===== src/hdl/ise_pkg.sv =====
package ise_pkg;

   // input coordinate and bound
   localparam int CoordW = 23;
   localparam logic [CoordW-1:0] CoordBound = 23'd8000000;

   // control row widths
   localparam int XW  = CoordW + 2;          // 2*coord, signed
   localparam int QW  = 2 * CoordW;          // coord*coord, unsigned
   localparam int ZW  = QW + 3;              // 2*(qx+qy), signed
   localparam int DXW = XW + 1;              // row difference x/y
   localparam int DZW = ZW + 1;              // row difference z
   localparam int PXW = 2 * DXW;             // x*y product
   localparam int MW  = PXW + 1;             // 2x2 minor
   localparam int ZMW = DZW - 1;             // |dz|
   localparam int MMW = MW - 1;              // |minor|
   localparam int ZLW = (ZMW + 1) / 2;       // low part of |dz|
   localparam int ZHW = ZMW - ZLW;
   localparam int MLW = (MMW + 1) / 2;       // low part of |minor|
   localparam int MHW = MMW - MLW;
   localparam int PW  = ZMW + MMW;           // product magnitude
   localparam int SW  = PW + 3;              // signed sum of three

   localparam int DetStages = 10;

   // enumeration of the 9^4 row combinations: eight base-3 digits
   localparam int NumBoxes  = 4;
   localparam int NumDigits = 2 * NumBoxes;
   localparam logic [1:0] DigitMax = 2'd2;
   localparam logic [2:0] ProdLast = 3'd5;

   // sign mask codes
   localparam logic [2:0] MaskNone  = 3'b000;
   localparam logic [2:0] MaskNeg   = 3'b001;
   localparam logic [2:0] MaskZero  = 3'b010;
   localparam logic [2:0] MaskPos   = 3'b100;
   localparam logic [2:0] MaskBoth  = 3'b101;
   localparam logic [2:0] MaskEarly = 3'b111;

   localparam logic [1:0] SlotLast = 2'd3;

   localparam int QueueDepth = 2;

   typedef struct packed {
      logic [CoordW-1:0] left;
      logic [CoordW-1:0] bottom;
      logic [CoordW-1:0] right;
      logic [CoordW-1:0] top;
   } box_type;

   typedef struct packed {
      box_type [NumBoxes-1:0] box;
      logic                   err;
   } job_type;

   typedef struct packed {
      logic empty;
      logic full;
   } queue_stat_type;

   typedef struct packed {
      logic signed [XW-1:0] x;
      logic signed [XW-1:0] y;
      logic signed [ZW-1:0] z;
   } row_type;

   typedef enum logic [1:0] {
      BK_IDLE,
      BK_SETUP,
      BK_SWEEP,
      BK_DRAIN
   } back_state_type;

endpackage


===== src/hdl/ise_fifo.sv =====
module ise_fifo #(
   parameter int Depth = ise_pkg::QueueDepth
) (
   input  logic                    clock,
   input  logic                    reset,
   input  logic                    push,
   input  ise_pkg::job_type        push_job,
   input  logic                    pop,
   output ise_pkg::job_type        head_job,
   output ise_pkg::queue_stat_type stat
);

   localparam int PtrW = (Depth > 1) ? $clog2(Depth) : 1;
   localparam int CntW = $clog2(Depth + 1);
   localparam logic [PtrW-1:0] PtrLast = PtrW'(Depth - 1);
   localparam logic [CntW-1:0] CntFull = CntW'(Depth);

   ise_pkg::job_type entry_ff [Depth];
   logic [PtrW-1:0]  wr_ptr_ff, wr_ptr_in;
   logic [PtrW-1:0]  rd_ptr_ff, rd_ptr_in;
   logic [CntW-1:0]  count_ff, count_in;

   // advance pointers and count
   always_comb begin
      wr_ptr_in = wr_ptr_ff;
      rd_ptr_in = rd_ptr_ff;
      count_in  = count_ff;
      if (push) begin
         wr_ptr_in = (wr_ptr_ff == PtrLast) ? '0 : wr_ptr_ff + 1'b1;
      end
      if (pop) begin
         rd_ptr_in = (rd_ptr_ff == PtrLast) ? '0 : rd_ptr_ff + 1'b1;
      end
      if (push && !pop) begin
         count_in = count_ff + 1'b1;
      end else if (pop && !push) begin
         count_in = count_ff - 1'b1;
      end
      stat.empty = (count_ff == '0);
      stat.full  = (count_ff == CntFull);
      head_job   = entry_ff[rd_ptr_ff];
   end

   always_ff @(posedge clock) begin
      if (reset) begin
         wr_ptr_ff <= '0;
         rd_ptr_ff <= '0;
         count_ff  <= '0;
      end else begin
         wr_ptr_ff <= wr_ptr_in;
         rd_ptr_ff <= rd_ptr_in;
         count_ff  <= count_in;
      end
   end

   always_ff @(posedge clock) begin
      if (push) begin
         entry_ff[wr_ptr_ff] <= push_job;
      end
   end

endmodule


===== config.mk =====
export PLATFORM = sky130hd
export DESIGN_NAME = ise_fifo
export DESIGN_NICKNAME = d
export VERILOG_FILES = /design/src/hdl/ise_pkg.sv /design/src/hdl/ise_fifo.sv
export SDC_FILE = /design/constraint.sdc
export NUM_CORES = 1
export LEC_CHECK = 0
export BUFFER_PORTS_ARGS = -buffer_cell sky130_fd_sc_hd__buf_2
export CORE_ASPECT_RATIO = 1.1
export CORE_MARGIN = 4
export CORE_UTILIZATION = 32
export DETAILED_ROUTE_END_ITERATION = 10
export GPL_ROUTABILITY_DRIVEN = 0
export PLACE_DENSITY = 0.52
export SLEW_MARGIN = 10
export SYNTH_ARGS = -nofsm -noshare
export SYNTH_HDL_FRONTEND = slang
export SYNTH_SLANG_ARGS = --single-unit

===== constraint.sdc =====
create_clock -name clock -period 29 [get_ports clock]
set_clock_uncertainty 0.1 [all_clocks]
set_input_delay 5.8 -clock clock [delete_from_list [all_inputs] [get_ports clock]]
set_output_delay 5.8 -clock clock [all_outputs]
set_load 0.05 [all_outputs]

# After elaboration in Yosys (flattened, before gate mapping)
# Memories as Yosys holds them, arrays and structs flattened. A register that Yosys moved wholly into a read port is not among the register bits.
# Cells that the tools add are included.
# op_classes
addsub	4
eq_ne	1
n_mux	8
n_reduce_logical	6
# ops
operator	n
$mux W1	6
$mux W2	2
$add A1 B1 Y1 const B	2
$add A2 B1 Y2 const B	1
$eq A2 B2 Y1 const B	1
$logic_and A1 B1 Y1	2
$logic_not A1 Y1	2
$logic_not A2 Y1	1
$reduce_bool A2 Y1	1
$sub A2 B1 Y2 const B	1
# word_totals
register_bits	4
mem_bits_rw	738
in_bits	373
elab_cells	23
mem_count	1
# memory_table
name	depth	word_bits	read_ports	rd_clocked_by_memory_dff	wr	line	source
entry_ff	2	369	1	1	1	ise_fifo.sv:18	ise_pkg::job_type entry_ff [Depth];

# Longest topological paths before layout
# depth
word_depth	4
depth_mapped	5
mapped_depth_nobuf	5

# Least setup slack after synthesis
# No wires, ideal clock.
# synth_path
path_kind	input to register
startpoint	input port push
endpoint	memory entry_ff[0][0] in the netlist's numbering, enable pin
arrival_time_ps	21642
required_ps	27748
slack_ps	6106
cell_stages	1
path_cell_list	nor2b_1
# synth_via
elab_chain_len	2
# synth_lines
element	line	source
start, declared	ise_fifo.sv:6	input logic push,
$mux W1	ise_fifo.sv:57	if (push) begin
$mux W1 (implied by the code)	ise_fifo.sv:58	entry_ff[wr_ptr_ff] <= push_job;
end, declared	ise_fifo.sv:18	
# No other way between the ends.

==> impl_metrics.py <==
metrics = {
    "sta": {
        "worst_slew_pin_slew_ps": 1160,
        "fin_ws_ps": 18360,
        "slew_viol_final": 0,
        "max_slew_margin_pct": 22.4,
        "grt_setup_unrepaired": "no",
        "tns_ps": 0,
        "min_period_over_period_pct": 36.7,
        "hold_viol": 0,
        "setup_violations": 0,
        "period_needed_ps": 10640,
        "fmax_mhz": 94.0,
    },
    "clock_network": {
        "post-cts-setup-buffers": 0,
        "cts_hold_buf": 0,
        "root_buffer": "clkbuf_16",
        "cts_tree": "yes",
        "clock_latency_ps": 600,
        "ctsResizeCount": 0,
        "cts_sinks": 743,
        "clkTransAtPathRegs_ps": 50,
        "htreeDepth": 3,
        "cts_made_buffers": 80,
        "clockBufferDepth": 3,
    },
    "logic_synthesis": {
        "synth_top_area_cell": "edfxtp_1",
        "avgSynthCellArea_um2": 24.1,
        "yosysTopAreaCellShare_pct": 78.7,
        "yosysWarnings": 0,
        "synth.cell_area_um2": 28200,
        "netlist_instances": 1170,
        "seq_area_frac_synth_pct": 79.1,
        "synth.area.top_cells": "edfxtp_1 79%, mux2_4 16%, mux2_2 2.8%, buf_8 1.1%, buf_6 0.60%",
        "syn_nets": 1544,
        "ys_types": 17,
        "ys_ff_latch": 743,
    },
    "setup_path": {
        "worstPathMaxFanout": 53,
        "r2r-start": "wr_ptr_ff$_SDFFE_PP0P_",
        "crit_arrival_ps": 4740,
        "startpoint_type": "flip-flop",
        "cp.required_ps": 23100,
        "endpoint_kind": "output port",
        "critical_path_class": "flip-flop to output port",
    },
    "cells_and_area": {
        "final_cell_mix": "743 x buf_2, 738 x edfxtp_1, 300 x mux2_4, 81 x clkbuf_16, 69 x mux2_2",
        "final_common_cell": "buf_2",
        "stdcell_count": 3194,
        "area_delta_synth_final_pct": 26.0,
        "drive_gt1_share_pct": 61.1,
        "nets": 2342,
        "postLayoutCellArea_um2": 35500,
    },
    "floorplan": {
        "die_w_um": 291,
        "initial_core_util_pct": 32.4,
        "std_cell_rows": 113,
        "fp.dieH_um": 319,
        "ios": 744,
        "core-area_um2": 86800,
        "die_area_um2": 92800,
    },
    "power_and_ir_drop": {
        "powerDensity_nw_per_um2": 76.4,
        "power_leakage_nw": 13.7,
        "peakVddDrop_mv": 0.0557,
        "power_mw": 2.71,
    },
    "run": {
        "cap_violations": 0,
    },
    "global_route": {
        "track_usage_pct": 13.7,
        "grt_pass1_vias": 15000,
        "grt_start_max_net_pins": 173,
        "antenna_found_initial": 33,
        "grt-ovfl-total": 0,
        "grt_pass1_wl_mm": 96.5,
    },
    "drt": {
        "finalWirelength_mm": 66.6,
        "drc_errors": 0,
        "vias_per_cell": 4.35,
        "drt_first_pass_iters": 4,
        "wl_per_cell_um": 20.9,
        "ant_nets": 0,
        "first_iter_violations": 764,
        "vias": 13900,
    },
    "status": {
        "outcome": "complete, no violations",
    },
    "placement": {
        "port_buffers": 743,
        "dpl-instance-area_um2": 32900,
        "dp_cells": 3036,
        "dp_slack_ps": 18930,
        "hpwl_mm": 46.5,
    },
    "hold_path": {
        "hp-class": "flip-flop to flip-flop",
        "hold_start": "count_ff[1]$_SDFFE_PP0P_",
    },
}
-- critical path, stage by stage, from the launching register on --
cell and delay (ps):
dfxtp_4 810, buf_4 850, buf_4 910, buf_4 830, mux2_4 350, buf_2 210
-- synthesized netlist by cell type --
master	number
mux2_2	69
nor2b_1	2
ha_1	1
mux2_4	300
buf_8	21
xor2_1	2
edfxtp_1	738
buf_6	15
a21oi_1	1
buf_2	5
or3_1	1
and2_1	1
xnor2_1	2
nor2_1	5
dfxtp_1	5
o21ai_0	1
inv_1	1
-- power breakdown --
group	total [mW]	leakage (nW)	internal [mW]	switching, mW
Combinational	0.471	5.56	0.144	0.327
Sequential	1.27	6.97	1.26	0.0176
Clock	0.963	1.21	0.566	0.397
Total	2.71	13.7	1.97	0.741
-- state kept, by name, summed over array words and instances, names as in the netlist, named ones only --
| signal | cells |
|---|---|
| entry_ff | 738 |
| count_ff | 2 |
| rd_ptr_ff | 1 |
| wr_ptr_ff | 1 |
-- area by class of cell --
cell class                 instances  area [um^2]
tap                             1150         1440
clock inverter                    39          369
fill                            7961        51300
inverter                           1         3.75
clock buffer                     100         2100
antenna                           19         47.5
timing repair buffer             757         3850
sequential                       743        22300
multi-input combinational        385         5390
-- cells by family after synthesis --
kind of cell	Yosys count	share of synthesized area, %
flops	743	79.1
compound gates	2	0.0355
mux	369	18.8
xor+xnor	4	0.124
fa+ha+maj	1	0.0444
simple gates	9	0.156
buf+inv	42	1.82
-- stage by stage --
stage | utilization (%) | hold slack (ps)
after floorplan | - | 361
after global placement | 38.0 | 383
after detailed placement | 38.0 | 421
after CTS | 40.8 | 435
after global routing | 40.8 | 476
final | 40.9 | 424
-- final timing paths --
path,endpoint,slack (ps),cells past startpoint
worst min register to register,count_ff[1]$_SDFFE_PP0P_,420,2
worst max-delay path,head_job[124],18360,5
worst min-delay path,count_ff[1]$_SDFFE_PP0P_,420,2
worst max register to register,entry_ff[1][45]$_DFFE_PP_,24960,4
-- layer usage --
metal | vias up | track usage, % | share of wire (%)
li1 | 6313 | - | -
met1 | 6833 | 15.1 | 37
met2 | 585 | 23.0 | 49
met3 | 141 | 6.86 | 11
met4 | 24 | 5.11 | 2.9
met5 | - | 0 | 0.17
Power figures use the tool's default switching activity.
