--- src/hdl/ise_pkg.sv ---
package ise_pkg;

   // input coordinate and bound
   localparam int CoordW = 23;
   localparam logic [CoordW-1:0] CoordBound = 23'd8000000;

   // control row widths
   localparam int XW  = CoordW + 2;          // 2*coord, signed
   localparam int QW  = 2 * CoordW;          // coord*coord, unsigned
   localparam int ZW  = QW + 3;              // 2*(qx+qy), signed
   localparam int DXW = XW + 1;              // row difference x/y
   localparam int DZW = ZW + 1;              // row difference z
   localparam int PXW = 2 * DXW;             // x*y product
   localparam int MW  = PXW + 1;             // 2x2 minor
   localparam int ZMW = DZW - 1;             // |dz|
   localparam int MMW = MW - 1;              // |minor|
   localparam int ZLW = (ZMW + 1) / 2;       // low part of |dz|
   localparam int ZHW = ZMW - ZLW;
   localparam int MLW = (MMW + 1) / 2;       // low part of |minor|
   localparam int MHW = MMW - MLW;
   localparam int PW  = ZMW + MMW;           // product magnitude
   localparam int SW  = PW + 3;              // signed sum of three

   localparam int DetStages = 10;

   // enumeration of the 9^4 row combinations: eight base-3 digits
   localparam int NumBoxes  = 4;
   localparam int NumDigits = 2 * NumBoxes;
   localparam logic [1:0] DigitMax = 2'd2;
   localparam logic [2:0] ProdLast = 3'd5;

   // sign mask codes
   localparam logic [2:0] MaskNone  = 3'b000;
   localparam logic [2:0] MaskNeg   = 3'b001;
   localparam logic [2:0] MaskZero  = 3'b010;
   localparam logic [2:0] MaskPos   = 3'b100;
   localparam logic [2:0] MaskBoth  = 3'b101;
   localparam logic [2:0] MaskEarly = 3'b111;

   localparam logic [1:0] SlotLast = 2'd3;

   localparam int QueueDepth = 2;

   typedef struct packed {
      logic [CoordW-1:0] left;
      logic [CoordW-1:0] bottom;
      logic [CoordW-1:0] right;
      logic [CoordW-1:0] top;
   } box_type;

   typedef struct packed {
      box_type [NumBoxes-1:0] box;
      logic                   err;
   } job_type;

   typedef struct packed {
      logic empty;
      logic full;
   } queue_stat_type;

   typedef struct packed {
      logic signed [XW-1:0] x;
      logic signed [XW-1:0] y;
      logic signed [ZW-1:0] z;
   } row_type;

   typedef enum logic [1:0] {
      BK_IDLE,
      BK_SETUP,
      BK_SWEEP,
      BK_DRAIN
   } back_state_type;

endpackage

--- src/hdl/ise_front.sv ---
module ise_front (
   input  logic                         clock,
   input  logic                         reset,
   input  logic                         accept,
   input  logic [1:0]                   slot,
   input  logic [ise_pkg::CoordW-1:0]   left,
   input  logic [ise_pkg::CoordW-1:0]   bottom,
   input  logic [ise_pkg::CoordW-1:0]   right,
   input  logic [ise_pkg::CoordW-1:0]   top,
   output logic                         push,
   output ise_pkg::job_type             job
);

   ise_pkg::box_type store_ff [ise_pkg::NumBoxes];
   ise_pkg::box_type box_in;
   logic             group_error_ff;
   logic             group_error_in;
   logic             bad;

   // classify the incoming box
   always_comb begin
      box_in = '{left: left, bottom: bottom, right: right, top: top};
      bad = (right < left) || (top < bottom) ||
            (right > ise_pkg::CoordBound) || (top > ise_pkg::CoordBound);
      push = accept && (slot == ise_pkg::SlotLast);
      for (int n = 0; n < ise_pkg::NumBoxes; n++) begin
         job.box[n] = store_ff[n];
      end
      job.box[ise_pkg::SlotLast] = box_in;
      job.err = group_error_ff || bad;
      group_error_in = group_error_ff;
      if (accept) begin
         group_error_in = push ? 1'b0 : (group_error_ff || bad);
      end
   end

   // store the box in its slot
   always_ff @(posedge clock) begin
      if (accept) begin
         store_ff[slot] <= box_in;
      end
   end

   // hold the sticky group error
   always_ff @(posedge clock) begin
      if (reset) begin
         group_error_ff <= 1'b0;
      end else begin
         group_error_ff <= group_error_in;
      end
   end

endmodule

--- config.mk ---
export PLATFORM = sky130hd
export DESIGN_NAME = ise_front
export DESIGN_NICKNAME = d
export VERILOG_FILES = /design/src/hdl/ise_pkg.sv /design/src/hdl/ise_front.sv
export SDC_FILE = /design/constraint.sdc
export NUM_CORES = 1
export LEC_CHECK = 0
export ABC_AREA = 1
export BUFFER_PORTS_ARGS = -buffer_cell sky130_fd_sc_hd__buf_2
export CAP_MARGIN = 20
export CORE_AREA = 2 2 183 185
export DETAILED_ROUTE_END_ITERATION = 8
export DIE_AREA = 0 0 185 187
export HOLD_SLACK_MARGIN = 0.12
export REMOVE_ABC_BUFFERS = 1
export SLEW_MARGIN = 20
export SYNTH_ARGS = -nofsm -noshare
export SYNTH_HDL_FRONTEND = slang
export SYNTH_SLANG_ARGS = --single-unit
--- constraint.sdc ---
create_clock -name clock -period 10.4 [get_ports clock]
set_input_delay 2.08 -clock clock [delete_from_list [all_inputs] [get_ports clock]]
set_output_delay 2.08 -clock clock [all_outputs]
set_load 0.05 [all_outputs]
* Yosys cells after proc, flatten, opt, wreduce, memory -nomap -nowiden
Memories as Yosys holds them, arrays and structs flattened.
Index checks and enable logic that the tools add are counted.
** Storage, ports and cells
- Input port bits :: 97
- Bits in registers :: 1
- Logic and storage cells :: 15
- Memory bits (writable) :: 368
- Output and inout port bits :: 370
- Memories :: 1
** Cells by class
- Eq/ne operators :: 1
- Multiplexer cells :: 3
- Magnitude comparators :: 4
- Reduce and logical (&&, ||, !) cells :: 5
** Memory list
- store_ff :: depth 4, width 92, rd ports 3, clocked after memory_dff 0, wr ports 1, line ise_front.sv:14 : ise_pkg::box_type store_ff [ise_pkg::NumBoxes];
** Operators by type and width (number)
- 23-bit > comparator (second input constant) :: 2
- 23-bit less-than comparator :: 2
- 1-bit logical OR :: 4
- 1-bit 2-to-1 mux :: 3
- 2-bit == test (second input constant) :: 1
- 1-bit logical AND :: 1

* Longest topological paths before layout
Gate-level depths: netlist of run 1.
- Depth in word-level cells :: 6
- Gate-level depth with buffers :: 13
- Depth with buffers taken out :: 13

* Worst setup path after synthesis of run 1
No wires, ideal clock.
- Path type :: input -> register
- From :: in slot[0]
- To :: mem store_ff[0][0] in the netlist's numbering (enable)
- Stages on the path :: 1
- Path buffers :: 0
- Setup slack :: 1.287 ns
- Data required time :: 9.743 ns
- Arrival :: 8.456 ns
- Cell sequence :: nor3_1
** RTL lines
- start, declared :: line ise_front.sv:5 : input logic [1:0] slot,
- end, declared :: line ise_front.sv:14
No word-level cell before the write port.

==> results.json, run 1 <==
{
  "async_reset_ff_frac": 0,
  "ios": 467,
  "antenna_cells": 0,
  "fin_area_mm2": 0.0137,
  "fin_util": 0.418,
  "clock_sinks": 277,
  "viasPerCell": 4.20,
  "outcome": "finished, final reports clean",
  "clock.fmax_mhz": 177,
  "area_delta_synth_final_pct": 28.9,
  "clockBufferDepth": 3,
  "die_area_mm2": 0.0346,
  "grt_pass1_wl_um": 38500,
  "critPathMostFrequentCell": "nand2_1",
  "cts-resized-gates": 0,
  "route.met3.wl_um": 1890,
  "antenna_found_initial": 0,
  "worstPathMaxFanout": 5,
  "cts_buffers": 29,
  "yosysMostFrequentCell": "edfxtp_1",
  "peakVddDrop_uv": 128,
  "worstSkewPairLatency_ns": 0.54,
  "crit_buf_inv": 4,
  "seqCellArea_mm2": 0.00831,
  "grt.overflow.total": 0,
  "avgSynthCellArea_um2": 15.5,
  "final.setup_skew_ns": 0,
  "tritoncts": "built",
  "drv_slew": 0,
  "synth_edf_count": 276,
  "final-setup-viol-count": 0,
  "synth_area_leader_cell": "edfxtp_1",
  "syn_area_mm2": 0.0107,
  "rsz0062_at_grt": "no",
  "maxCapViolations": 0,
  "stdcell_count": 1562,
  "crit_required_ns": 8.32,
  "wl_met2_um": 13500,
  "path_delay_family": "simple AND/OR/NAND/NOR gates",
  "fillers": 3113,
  "portBuffers": 466,
  "drc_errors": 0,
  "ys.flop_type": "edfxtp_1",
  "grt_pass1_vias": 6237,
  "start_kind": "input port",
  "wl_per_cell_um": 17.1,
  "power_density_mw_per_mm2": 193,
  "num_vias": 6566,
  "synth_top_cells_by_area": "edfxtp_1 (78%), buf_4 (6.5%), ha_1 (5.2%)",
  "synth_cell_types": 20,
  "dp_cells": 1514,
  "gr-usage-all-layers": 0.147,
  "p_leak_nw": 5.97,
  "first_pass_iters": 4,
  "die_h_um": 187,
  "finalSetupTns_ns": 0,
  "worstSetupEndpointType": "primary output",
  "die_w_um": 185,
  "final-hold-violation-count": 0,
  "nNetsFinal": 1238,
  "cts_max_level": 1,
  "multiInputGateArea_mm2": 0.00135,
  "yosysWarnings": 0,
  "path_class": "input port to primary output",
  "max_slew.worst_pin.slew_ns": 0.761,
  "worst_path_largest_cell_delay_ns": 0.29,
  "post-route-min-period_ns": 5.66,
  "min_period_over_period": 0.544,
  "routed_wl_um": 26800,
  "hold_path_class": "flop to flop",
  "coreArea_mm2": 0.0329,
  "holdBufCountCts": 0,
  "dpl_cell_area_mm2": 0.0129,
  "syn_inst": 686,
  "finalPower_mw": 2.65,
  "synth_top_area_frac": 0.778,
  "slowest_stage": "ha_1",
  "gp_congestion": 0.745,
  "worstPathCellList": "buf_2 > inv_1 > ha_1 > nand2_1 > nor2_1 > nand2_1 > nor2_1 > nand2_1 > nand3_2 > nand2_2 > nor2_2 > inv_1 > buf_2",
  "cts_setup_buffers": 0,
  "synth-seq-area-share": 0.780,
  "clk_pin_slew_worst_paths_ns": 0.06,
  "rows": 67,
  "drt-initial-drc-count": 303,
  "grt_max_degree": 51,
  "synth_seq_cells": 277,
  "dp_hpwl_um": 19300,
  "met1_length_um": 10900,
  "drive_above_1_share": 0.465,
  "highest_layer": "met4",
  "ant_nets": 0,
  "cts_root_buf": "clkbuf_16",
  "synthTopCellsByCount": "edfxtp_1 (276), nand2_1 (95), buf_4 (92)",
  "worstPathArrival_ns": 3.58,
  "start_util": 0.324,
  "slew_headroom": 0.493
}
==> flip-flops by register name, indices dropped and copies added (netlist names) <==
name / flops
group_error_ff: 1
store_ff: 276
==> layout make-up <==
cell class | instances | area share
tap | 448 | 0.0408
multi-input combinational | 231 | 0.0984
timing repair buffer | 472 | 0.173
clock buffer | 33 | 0.0539
inverter | 86 | 0.0235
sequential | 277 | 0.605
clock inverter | 15 | 0.00574
==> tightest hold or removal path: stages, from the launching register on <==
cell and delay (ns):
dfxtp_1 0.31, inv_1 0.09, nand3_1 0.11, nor2_2 0.05, nor2_1 0.06
==> path summary, 6_finish.rpt <==
check	from	to	slack (ns)	cells past startpoint
setup / recovery	left[18]	job[0]	4.74	13
hold / removal	group_error_ff	group_error_ff	0.65	4
setup reg to reg	group_error_ff	group_error_ff	9.50	3
hold reg to reg	group_error_ff	group_error_ff	0.65	4
==> where the power goes <==
part | switching [mW] | internal, mW | leakage, nW
combinational | 0.358 | 0.0810 | 3.03
sequential | 0.0120 | 1.29 | 2.54
clock | 0.402 | 0.505 | 0.398
==> logic make-up after synthesis <==
kind of cell / Yosys count / share of synthesized area
simple gates: 165 / 0.0621
compound gates: 22 / 0.0116
fa+ha+maj: 44 / 0.0517
flops: 277 / 0.780
buf+inv: 178 / 0.0951
==> metal layers <==
layer,global-route usage,vias to the layer above
met1,0.186,3155
met3,0.0276,30
met2,0.257,278
met4,0.0388,0
met5,0,-
li1,-,3103
==> cell usage in the layout, fill, tap and decap left out, types with 2 or more instances in the layout <==
cell        synthesis  final
a21o_1              3      3
a21oi_1            14     14
buf_2               0    466
buf_4              92      6
clkbuf_1            0      4
clkbuf_16           0     29
clkinv_1            2      9
clkinv_2            0      4
clkinvlp_4          0      2
edfxtp_1          276    276
ha_1               44     44
inv_1              83     83
inv_6               0      2
nand2_1            95     95
nand3_1            10     10
nand3_2             2      2
nand4_1             2      2
nor2_1             49     49
nor2_2              2      2
nor3_2              0      3
o21ai_0             3      3
==> through the flow <==
step | worst slack [ns] | hold WS, ns
floorplan | 1.29 | 0.517
detailed placement | 4.69 | 0.634
CTS | 4.68 | 0.653
global placement | 4.68 | 0.643
global route | 4.52 | 0.713
finish | 4.74 | 0.654
No activity file was read; power rests on OpenSTA's default activity.
==> run 2, diff against run 1 <==
ABC_AREA = 0   (was 1)
CORE_AREA = 2 2 180 182   (was 2 2 183 185)
DIE_AREA = 0 0 182 184   (was 0 0 185 187)
clock period = 5.65 ns   (was 10.4 ns; I/O delays follow)
==> run 2 against run 1 <==
Flip-flop and latch count unchanged. Synthesized cell count down 20%. Register-to-register slack worse by 4.9 ns. Critical path type unchanged. Power up 88%. Cell area down 2.5%. Via count down 8.0%. Clock skew unchanged. Clock power up 98%. Non-clock buffer count down 1. Die area down 3.2%. Count of clock-buffer cells in the layout up 3.
==> results.json, run 2 <==
{
  "cts_max_level": 1,
  "start_util": 0.327,
  "worstPathArrival_ns": 3.19,
  "rows": 65,
  "cts_root_buf": "clkbuf_16",
  "rsz0062_at_grt": "no",
  "max_slew.worst_pin.slew_ns": 0.707,
  "post-route-min-period_ns": 4.32,
  "worstPathMaxFanout": 6,
  "syn_area_mm2": 0.0103,
  "gp_congestion": 0.749,
  "yosysWarnings": 0,
  "ys.flop_type": "edfxtp_1",
  "outcome": "finished, final reports clean",
  "cts-resized-gates": 0,
  "drv_slew": 0,
  "min_period_over_period": 0.765,
  "yosysMostFrequentCell": "edfxtp_1",
  "path_delay_family": "compound AO/OA/AOI/OAI gates",
  "final.setup_skew_ns": 0,
  "dp_hpwl_um": 18300,
  "mostFrequentLayoutCell": "buf_2",
  "worstPathCellList": "buf_2 > nor4_1 > a31oi_1 > o21ai_1 > a21oi_1 > a2111o_1 > or3_1 > buf_2",
  "worst_path_largest_cell_delay_ns": 0.38,
  "finalPower_mw": 4.98,
  "routed_wl_um": 25700,
  "grt_pass1_wl_um": 37000,
  "final-setup-viol-count": 0,
  "gr-usage-all-layers": 0.145,
  "final_cell_mix": "buf_2 (466), edfxtp_1 (276), inv_1 (45), ha_1 (44), clkbuf_16 (29)",
  "ios": 467,
  "first_pass_iters": 4,
  "synth_area_leader_cell": "edfxtp_1",
  "whs_ns": 0.620,
  "synth_edf_count": 276,
  "num_vias": 6039,
  "hold_path_class": "flop to flop",
  "hp-start": "group_error_ff",
  "holdBufCountCts": 0,
  "seqCellArea_mm2": 0.00831,
  "largestRegisters": "store_ff x276, group_error_ff x1",
  "die_h_um": 184,
  "tritoncts": "built",
  "ant_nets": 0,
  "cts_setup_buffers": 0,
  "start_kind": "input port",
  "drt-initial-drc-count": 223,
  "worst-r2r-setup-slack_ns": 4.60,
  "fillers": 2823,
  "worstSetupEndpointType": "primary output",
  "whs_path_depth": 2,
  "die_area_mm2": 0.0335,
  "worstSkewPairLatency_ns": 0.53,
  "synth_top_area_frac": 0.806,
  "synth_top_cells_by_area": "edfxtp_1 (81%), buf_4 (6.7%), ha_1 (5.4%)",
  "portBuffers": 466,
  "async_reset_ff_frac": 0,
  "crit_required_ns": 4.52,
  "peakVddDrop_uv": 257,
  "largest_register_ffs": 276,
  "grt_max_degree": 93,
  "synth_seq_cells": 277,
  "path_class": "input port to primary output",
  "die_w_um": 182,
  "regMostFlops": "store_ff",
  "maxCapViolations": 0,
  "area_delta_synth_final_pct": 30.3,
  "clock.fmax_mhz": 231,
  "slew_headroom": 0.529,
  "synthTopCellsByCount": "edfxtp_1 (276), buf_4 (92), inv_1 (45)",
  "clock_sinks": 277,
  "fin_ws_ns": 1.33,
  "drive_above_1_share": 0.522,
  "critPathMostFrequentCell": "buf_2",
  "r2r-end": "group_error_ff",
  "p_leak_nw": 5.64,
  "preCtsSetupSlack_ns": 1.24,
  "clk_pin_slew_worst_paths_ns": 0.06,
  "wl_per_cell_um": 18.6,
  "clockBufferDepth": 3,
  "slowest_stage": "a2111o_1",
  "avgSynthCellArea_um2": 18.6,
  "multiInputGateArea_mm2": 0.00113,
  "grt_pass1_vias": 5960,
  "hold_end": "group_error_ff",
  "viasPerCell": 4.37,
  "antenna_found_initial": 0,
  "synth-seq-area-share": 0.808,
  "synth_cell_types": 33,
  "coreArea_mm2": 0.0314,
  "cts_buffers": 28,
  "rr_worst_depth": 2,
  "antenna_cells": 0,
  "final-hold-violation-count": 0,
  "nNetsFinal": 1102,
  "grt.overflow.total": 0,
  "crit_buf_inv": 2,
  "r2r_start": "group_error_ff",
  "syn_inst": 552,
  "drc_errors": 0,
  "power_density_mw_per_mm2": 372
}
[run 2: worst max path at each step]
stage / startpoint / slack [ns] / to / cells after the start
2_1_floorplan: slot[0] / -2.87 / store_ff[0][0] / 1
3_3_place_gp: left[21] / 1.28 / job[0] / 9
3_5_place_dp: left[21] / 1.24 / job[0] / 9
4_1_cts: left[21] / 1.24 / job[0] / 9
5_1_grt: left[21] / 1.05 / job[0] / 9
6_report: right[6] / 1.33 / job[0] / 8
[run 2: cell type report]
class / count / share of cell area
well taps: 402 / 0.0375
repair buffers: 471 / 0.179
clock inverters: 13 / 0.0102
multi-input cells: 138 / 0.0841
inverters: 45 / 0.0126
flip-flops and latches: 277 / 0.620
clock buffers: 36 / 0.0561
[run 2: worst reg2reg max path, cell delays in order, from the launching register on]
cell and delay, ns:
dfxtp_1 0.32, a2111o_1 0.30, o31a_2 0.32
[run 2: layer usage]
metal,vias up,GRT usage,share of wire
li1,2808,-,-
met1,2877,0.173,0.39
met2,321,0.256,0.50
met5,-,0,0
met4,0,0.0403,0.024
met3,33,0.0406,0.083
[run 2: cells by family (layout without fill, tap and decap cells)]
| kind of cell | count (synthesis) | count (layout) | synth area share |
|---|---|---|---|
| AOI/OAI and AO/OA | 45 | 45 | 0.0281 |
| and+or+nand+nor | 49 | 49 | 0.0264 |
| buffers and inverters | 137 | 565 | 0.0836 |
| adders and majority gates | 44 | 44 | 0.0536 |
| DFF | 277 | 277 | 0.808 |
[run 2: report_power, final]
| part | leakage [nW] | total (mW) | internal (mW) | switching, mW |
|---|---|---|---|---|
| clock network | 0.434 | 1.80 | 1.07 | 0.735 |
| logic | 2.66 | 0.788 | 0.148 | 0.639 |
| registers | 2.54 | 2.39 | 2.37 | 0.0215 |
| total | 5.64 | 4.98 | 3.59 | 1.40 |
[run 2: stage by stage]
stage / setup TNS (ns) / utilization / cells / instance area, um^2
detailed placement: 0 / 0.398 / 1332 / 12500
CTS: 0 / 0.426 / 1381 / 13400
global route: 0 / 0.427 / 1382 / 13400
finish: 0 / 0.427 / 1382 / 13400
global placement: 0 / 0.398 / 1332 / 12500
floorplan: -264.05 / - / 460 / 9590
